[config.mk]
export PLATFORM = sky130hd
export DESIGN_NAME = controller_resync_tracker
export DESIGN_NICKNAME = d
export VERILOG_FILES = /design/src/hw/rtl/crt_pkg.sv /design/src/hw/rtl/crt_engine.sv /design/src/hw/rtl/controller_resync_tracker.sv
export SDC_FILE = /design/constraint.sdc
export NUM_CORES = 1
export LEC_CHECK = 0
export ABC_AREA = 1
export BUFFER_PORTS_ARGS = -buffer_cell sky130_fd_sc_hd__buf_2
export CAP_MARGIN = 10
export CORE_ASPECT_RATIO = 2
export CORE_MARGIN = 5
export CORE_UTILIZATION = 35
export CTS_CLUSTER_SIZE = 16
export DETAILED_ROUTE_END_ITERATION = 10
export PLACE_DENSITY_LB_ADDON = 0.1
export SYNTH_ARGS = -nofsm -noshare
export SYNTH_HDL_FRONTEND = slang
export SYNTH_SLANG_ARGS = --single-unit
[constraint.sdc]
create_clock -name clk -period 4.3 [get_ports clk]
set_input_delay 0.215 -clock clk [delete_from_list [all_inputs] [get_ports clk]]
set_output_delay 0.215 -clock clk [all_outputs]
set_load 0.03 [all_outputs]
[src/hw/rtl/crt_pkg.sv]
// Shared types and codes for the controller resync tracker.
// No dependencies; used by crt_engine, controller_resync_tracker and the testbench.
`default_nettype none

package crt_pkg;

  // request types
  localparam logic [2:0] REQ_TICK          = 3'd0;
  localparam logic [2:0] REQ_FEATURES_REPLY = 3'd1;
  localparam logic [2:0] REQ_FEATURES_REQ  = 3'd2;
  localparam logic [2:0] REQ_FLOW_MOD      = 3'd3;
  localparam logic [2:0] REQ_GROUP_MOD     = 3'd4;
  localparam logic [2:0] REQ_RESYNC        = 3'd5;

  // flow/group mod commands
  localparam logic [2:0] MOD_ADD           = 3'd0;
  localparam logic [2:0] MOD_MODIFY        = 3'd1;
  localparam logic [2:0] MOD_MODIFY_STRICT = 3'd2;

  // resync commands
  localparam logic [1:0] RESYNC_START  = 2'd0;
  localparam logic [1:0] RESYNC_ABORT  = 2'd1;
  localparam logic [1:0] RESYNC_FINISH = 2'd2;

  // response codes
  localparam logic [1:0] RSP_INIT_ACK   = 2'd0;
  localparam logic [1:0] RSP_INIT_EMPTY = 2'd1;
  localparam logic [1:0] RSP_ABORT_ACK  = 2'd2;
  localparam logic [1:0] RSP_FINISH_OK  = 2'd3;

  // link states (code three behaves as disconnected)
  localparam logic [1:0] LINK_DISCONNECTED = 2'd0;
  localparam logic [1:0] LINK_CONNECTING   = 2'd1;
  localparam logic [1:0] LINK_CONNECTED    = 2'd2;

  localparam logic [15:0] CONTROLLER_PORT_RESET = 16'd6633;
  localparam logic [31:0] NEVER_STAMP           = 32'h8000_0000;

  typedef struct packed {
    logic [2:0]  req_type;
    logic [2:0]  mod_command;
    logic [1:0]  resync_command;
    logic [31:0] transaction_id;
    logic [31:0] now_seconds;
    logic [31:0] controller_ip;
    logic        remote_link_up;
  } event_t;

  typedef struct packed {
    logic        valid;
    logic [1:0]  response_code;
    logic [31:0] reply_transaction_id;
    logic [63:0] reply_controller_id;
    logic [31:0] first_connect_time;
    logic [31:0] lost_elapsed;
  } reply_t;

endpackage

`default_nettype wire

[src/hw/rtl/crt_engine.sv]
// Connection/resync state registers and per-event update and reply logic.
// Depends on crt_pkg.
`default_nettype none

module crt_engine (
  input  wire logic            clk,
  input  wire logic            rst,
  input  wire logic            fire,
  input  wire crt_pkg::event_t ev,
  input  wire logic [15:0]     ctrl_port,
  output crt_pkg::reply_t      reply
);

  logic [1:0]  link_state,  link_state_next;
  logic        resync_active, resync_active_next;
  logic        fwd_modified, fwd_modified_next;
  logic [31:0] first_stamp, first_stamp_next;
  logic        first_seen,  first_seen_next;
  logic [63:0] cur_id,      cur_id_next;
  logic [63:0] prev_id,     prev_id_next;
  logic [31:0] lost_stamp,  lost_stamp_next;
  logic        lost_seen,   lost_seen_next;

  always_comb begin
    logic disc;
    disc = 1'b0;
    link_state_next    = link_state;
    resync_active_next = resync_active;
    fwd_modified_next  = fwd_modified;
    first_stamp_next   = first_stamp;
    first_seen_next    = first_seen;
    cur_id_next        = cur_id;
    prev_id_next       = prev_id;
    lost_stamp_next    = lost_stamp;
    lost_seen_next     = lost_seen;

    reply.valid                = 1'b0;
    reply.response_code        = crt_pkg::RSP_INIT_ACK;
    reply.reply_transaction_id = ev.transaction_id;
    reply.first_connect_time   = first_stamp;
    reply.lost_elapsed         = lost_seen ? (ev.now_seconds - lost_stamp) : '1;

    unique case (ev.req_type)
      crt_pkg::REQ_TICK: begin
        if (!ev.remote_link_up) begin
          disc = 1'b1;
          link_state_next = crt_pkg::LINK_DISCONNECTED;
        end
      end
      crt_pkg::REQ_FEATURES_REPLY: begin
        if (link_state == crt_pkg::LINK_CONNECTING) begin
          if (!first_seen) begin
            first_stamp_next = ev.now_seconds;
            first_seen_next  = 1'b1;
          end
          cur_id_next     = {ev.controller_ip, 16'd0, ctrl_port};
          link_state_next = crt_pkg::LINK_CONNECTED;
        end
        resync_active_next = 1'b0;
      end
      crt_pkg::REQ_FEATURES_REQ: begin
        disc = 1'b1;
        link_state_next = crt_pkg::LINK_CONNECTING;
      end
      crt_pkg::REQ_FLOW_MOD: begin
        if (ev.mod_command == crt_pkg::MOD_ADD || ev.mod_command == crt_pkg::MOD_MODIFY ||
            ev.mod_command == crt_pkg::MOD_MODIFY_STRICT) begin
          fwd_modified_next = 1'b1;
        end
      end
      crt_pkg::REQ_GROUP_MOD: begin
        if (ev.mod_command == crt_pkg::MOD_ADD || ev.mod_command == crt_pkg::MOD_MODIFY) begin
          fwd_modified_next = 1'b1;
        end
      end
      crt_pkg::REQ_RESYNC: begin
        unique case (ev.resync_command)
          crt_pkg::RESYNC_START: begin
            if (!resync_active) begin
              reply.valid = 1'b1;
              if (fwd_modified) begin
                reply.response_code = crt_pkg::RSP_INIT_ACK;
                resync_active_next  = 1'b1;
              end else begin
                reply.response_code = crt_pkg::RSP_INIT_EMPTY;
              end
            end
          end
          crt_pkg::RESYNC_ABORT: begin
            if (resync_active) begin
              reply.valid         = 1'b1;
              reply.response_code = crt_pkg::RSP_ABORT_ACK;
              resync_active_next  = 1'b0;
            end
          end
          crt_pkg::RESYNC_FINISH: begin
            if (resync_active) begin
              reply.valid         = 1'b1;
              reply.response_code = crt_pkg::RSP_FINISH_OK;
              resync_active_next  = 1'b0;
            end
          end
          default: ;
        endcase
      end
      default: ;
    endcase

    // leaving the connected state records the loss
    if (disc && link_state == crt_pkg::LINK_CONNECTED) begin
      prev_id_next    = cur_id;
      lost_stamp_next = ev.now_seconds;
      lost_seen_next  = 1'b1;
    end

    reply.reply_controller_id =
      (reply.response_code == crt_pkg::RSP_INIT_EMPTY) ? cur_id : prev_id;
  end

  always_ff @(posedge clk) begin
    if (rst) begin
      link_state    <= crt_pkg::LINK_DISCONNECTED;
      resync_active <= 1'b0;
      fwd_modified  <= 1'b0;
      first_stamp   <= crt_pkg::NEVER_STAMP;
      first_seen    <= 1'b0;
      cur_id        <= '1;
      prev_id       <= '1;
      lost_stamp    <= '0;
      lost_seen     <= 1'b0;
    end else if (fire) begin
      link_state    <= link_state_next;
      resync_active <= resync_active_next;
      fwd_modified  <= fwd_modified_next;
      first_stamp   <= first_stamp_next;
      first_seen    <= first_seen_next;
      cur_id        <= cur_id_next;
      prev_id       <= prev_id_next;
      lost_stamp    <= lost_stamp_next;
      lost_seen     <= lost_seen_next;
    end
  end

endmodule

`default_nettype wire

[src/hw/rtl/controller_resync_tracker.sv]
// A request accepted is first held in the input register; its reply (if any) is then
// registered in the reply register once that register is free or being drained.
// Throughput: one request per cycle while no untaken reply stalls the update pass.
// in_ready drops only while a buffered request waits behind an untaken reply.
// Reset (rst, synchronous, active high) clears the connection state, flags,
// controller ids and stamps to their defaults and sets the port register ctrl_port to 6633.
`default_nettype none

module controller_resync_tracker (
  input  wire logic        clk,
  input  wire logic        rst,
  // request channel
  input  wire logic        in_valid,
  output logic             in_ready,
  input  wire logic [2:0]  req_type,
  input  wire logic [2:0]  mod_command,
  input  wire logic [1:0]  resync_command,
  input  wire logic [31:0] transaction_id,
  input  wire logic [31:0] now_seconds,
  input  wire logic [31:0] controller_ip,
  input  wire logic        remote_link_up,
  // reply channel
  output logic             out_valid,
  input  wire logic        out_ready,
  output logic [1:0]       response_code,
  output logic [31:0]      reply_transaction_id,
  output logic [63:0]      reply_controller_id,
  output logic [31:0]      first_connect_time,
  output logic [31:0]      lost_elapsed,
  // configuration write channel
  input  wire logic        cfg_valid,
  output logic             cfg_ready,
  input  wire logic [15:0] controller_port
);

  // Input register: holds one request for the update pass.
  crt_pkg::event_t ev;
  logic            ev_valid;
  // Config register: port placed in low bits of generated controller ids.
  logic [15:0]     ctrl_port;
  crt_pkg::reply_t reply;
  logic            advance;   // reply register is free or being drained, so the update pass may run
  logic            fire;

  // The pass may run whenever the reply register is free or being drained,
  // even if this request produces no reply.
  assign advance   = !out_valid || out_ready;
  assign fire      = ev_valid && advance;
  assign in_ready  = !ev_valid || advance;
  assign cfg_ready = 1'b1;

  always_ff @(posedge clk) begin
    if (rst) begin
      ev_valid  <= 1'b0;
      ctrl_port <= crt_pkg::CONTROLLER_PORT_RESET;
    end else begin
      if (in_ready) ev_valid <= in_valid;
      if (cfg_valid) ctrl_port <= controller_port;
    end
  end

  // payload: no reset needed
  always_ff @(posedge clk) begin
    if (in_valid && in_ready) begin
      ev.req_type       <= req_type;
      ev.mod_command    <= mod_command;
      ev.resync_command <= resync_command;
      ev.transaction_id <= transaction_id;
      ev.now_seconds    <= now_seconds;
      ev.controller_ip  <= controller_ip;
      ev.remote_link_up <= remote_link_up;
    end
  end

  // State update and reply build for the buffered request.
  crt_engine u_engine (
    .clk       (clk),
    .rst       (rst),
    .fire      (fire),
    .ev        (ev),
    .ctrl_port (ctrl_port),
    .reply     (reply)
  );

  // Reply register.
  always_ff @(posedge clk) begin
    if (rst) begin
      out_valid <= 1'b0;
    end else if (advance) begin
      out_valid <= fire && reply.valid;
    end
  end

  always_ff @(posedge clk) begin
    if (fire && reply.valid) begin
      response_code        <= reply.response_code;
      reply_transaction_id <= reply.reply_transaction_id;
      reply_controller_id  <= reply.reply_controller_id;
      first_connect_time   <= reply.first_connect_time;
      lost_elapsed         <= reply.lost_elapsed;
    end
  end

endmodule

`default_nettype wire

==> run metrics <==
status completed; first-pass GRT wire length between 70000 and 80000 µm; Worst-Margin Slew roughly 1.2 ns; clock root cell clkbuf_16; post-route antenna net violation count 0; Final Wtd Congestion roughly 0.86; Max Slew Vio Count 0; vias in the first global route ~14000; cell taking the most area after synthesis edfxtp_1; # fillers approximately 4800; drt wl/cell 17.7 µm; WS Path Type reg -> reg; grt ovf 0; CP Launch Type register; pre-CTS setup slack approximately 1.5 ns; Initial Util a little over a third; Comb pwr share about 6.9%; nets about 2400; Setup TNS 0 ns; Die Ht ~330 µm; Peak VDD IR ~0.00054 V; final setup margin between 1.5 and 2 ns; CP startpoint ev[97]$_DFFE_PP_; Avg Inst Size Synth between 9 and 10 µm²; final hold viol count 0; TritonCTS clock tree built; Syn Nets roughly 2000; CTS Buf Count between 40 and 50; largest net degree at the start of global routing approximately 120; Max FO, Critical Path 50; Total Wirelength around 51000 µm; max frequency about 0.37 GHz; area share of the largest cell type after synthesis 43.4%; H-tree depth 2; max-cap violation count 0; area of the core between 40000 and 50000 µm²; layout cells sized above 1 between 15 and 20%; Worst EP required 4.57 ns; slew margin rel. between 10% and 20%; CP endpoint kind register; post-layout minimum cycle time around 2.7 ns; Core Rows between 100 and 150; RSZ-0062 raised after global routing no; Post-synth EDFFs 252; clk_lat worst skew about 0.57 ns; DR pass1 iterations 7; ys async rst share 0%; Syn Inst Count 1814; Layout Skew between 0.02 and 0.03 ns; FF+latch count, synth roughly 440; Via density ~4.7; Pint about 7 mW; register area share after synthesis 64.7%; WHS about 0.09 ns; total track usage between 10% and 20%; initial antenna violation count 3; fin crit share approximately 63%; Layout area overhead 26.1%; chip width about 170 µm; Synth Flop Type edfxtp_1; P per Cell Area around 400 nW/µm²; Mapped Area about 17000 µm²; Setup violations, final 0; Area contributors post-synth edfxtp_1 (43%), dfxtp_1 (21%), nand2_1 (12%); fin area ~22000 µm²; Total Power 8.88 mW; area post-placement slightly below 20000 µm²; HPWL after DPL 34200 µm; maximum root-to-sink buffer count 3; HP Start cfg_valid; port bufs around 290; switch share between 20% and 30%; number of DRC markers in iteration 0 845; P_leak roughly 9.6 nW; DRC violations left 0; IO Count slightly below 300; NetSw about 2.1 mW; vias 13415; Syn. warnings 0; Crit path arrival time between 2 and 3 ns; Synth cell types 33; Die Footprint about 55000 µm²; power share of the clock group 41.5%; CTS clk-pin slew, worst paths about 0.07 ns; clock sinks 438; Worst R2R Start ev[97]$_DFFE_PP_; Flop pwr share between 50% and 60%; Hold Path Class in -> reg
## cells in the final DEF, fill, tap and decap left out, types with 5 or more instances in the layout
cell type / instances
a21oi_1: 66
buf_2: 289
buf_4: 14
clkbuf_16: 42
clkinv_1: 8
clkinv_2: 11
dfxtp_1: 186
dlygate4sd3_1: 124
edfxtp_1: 252
ha_1: 35
inv_1: 167
inv_2: 5
nand2_1: 547
nand3_1: 213
nand4_1: 6
nor2_1: 126
nor3_1: 9
o21ai_0: 77
or2_2: 6
## timing repair
item                                   4_1_cts  5_1_grt
endpoints found under the hold margin      124        0
gates resized for setup                      0        0
buffers inserted                             0        0
hold buffers                               124        0
## through the flow
step / utilization (%) / instances
5_1_grt: 44.6 / 2872
3_3_place_gp: 39.3 / 2671
6_report: 44.6 / 2872
3_5_place_dp: 39.3 / 2671
2_1_floorplan: - / 1814
4_1_cts: 44.6 / 2870
## logic make-up after synthesis
logic type	synth area share [%]
flip-flops	64.7
AO/OA/AOI/OAI	4.66
buffers and inverters	6.32
XOR/XNOR	0.201
other	0.0215
adder cells (fa/ha/maj)	2.62
AND/OR/NAND/NOR	21.5
## flip-flops by register name, indices dropped and copies added, names as in the netlist, 2 cells and up
signal                cells
u_engine.cur_id          49
ev                      105
first_connect_time       32
u_engine.lost_stamp      32
lost_elapsed             32
u_engine.link_state       2
ctrl_port                16
u_engine.prev_id         49
reply_controller_id      49
response_code             2
u_engine.first_stamp     32
reply_transaction_id     32
## worst max-delay path: stages (launching register included)
cell and delay (ns):
edfxtp_1 0.42, ha_1 0.26, o21ai_4 0.54, nand2_2 0.84, nand2_1 0.23, o21ai_1 0.08
## synth_stat cells, types with 2 or more instances
cell type and number:
nor2_1 126, inv_2 5, inv_1 169, a21oi_1 66, o21ai_1 5, o21ai_0 77, xor2_1 3, buf_4 18
nand2_1 548, nand3_1 213, buf_2 29, dfxtp_1 186, ha_1 35, or2_2 6, nor2_2 2, a211oi_1 2
nor3_1 9, nand4_1 6, clkinv_1 2, o21bai_1 2, clkbuf_1 42, edfxtp_1 252
## metal layers
metal	vias to the layer above	share of wire (%)	track usage, %
met5	-	0.026	0
met4	2	4.0	7.26
met3	75	5.6	3.62
met2	362	53	34.2
met1	6283	37	20.0
li1	6693	-	-
## area by class of cell
cell class / count / area, µm² / area share (%)
Timing Repair Buffer: 428 / 2810 / 12.8
Clock buffer: 49 / 1120 / 5.08
Inverter: 176 / 672 / 3.05
Multi-Input combinational cell: 1110 / 5080 / 23.1
Sequential cell: 438 / 11300 / 51.3
Clock inverter: 26 / 225 / 1.02
Antenna cell: 2 / 5.00 / 0.0227
Tap cell: 643 / 805 / 3.66
## power groups by stage
stage	sequential (mW)	clock (mW)	combinational, mW
global route	4.59	3.96	0.690
finish	4.58	3.69	0.616
detailed placement	4.68	0	0.529
CTS	4.58	3.81	0.623
floorplan	4.66	0	0.318
global placement	4.68	0	0.528
## final timing paths
check / slack (ns) / end / depth (start not counted)
worst max register to register: 1.61 / reply_controller_id[31]$_DFFE_PP_ / 5
worst min register to register: 0.42 / reply_transaction_id[4]$_DFFE_PP_ / 0
worst min-delay path: 0.09 / ctrl_port[8]$_SDFFE_PP1P_ / 3
worst max-delay path: 1.61 / reply_controller_id[31]$_DFFE_PP_ / 5
Power figures use the tool's default switching activity.
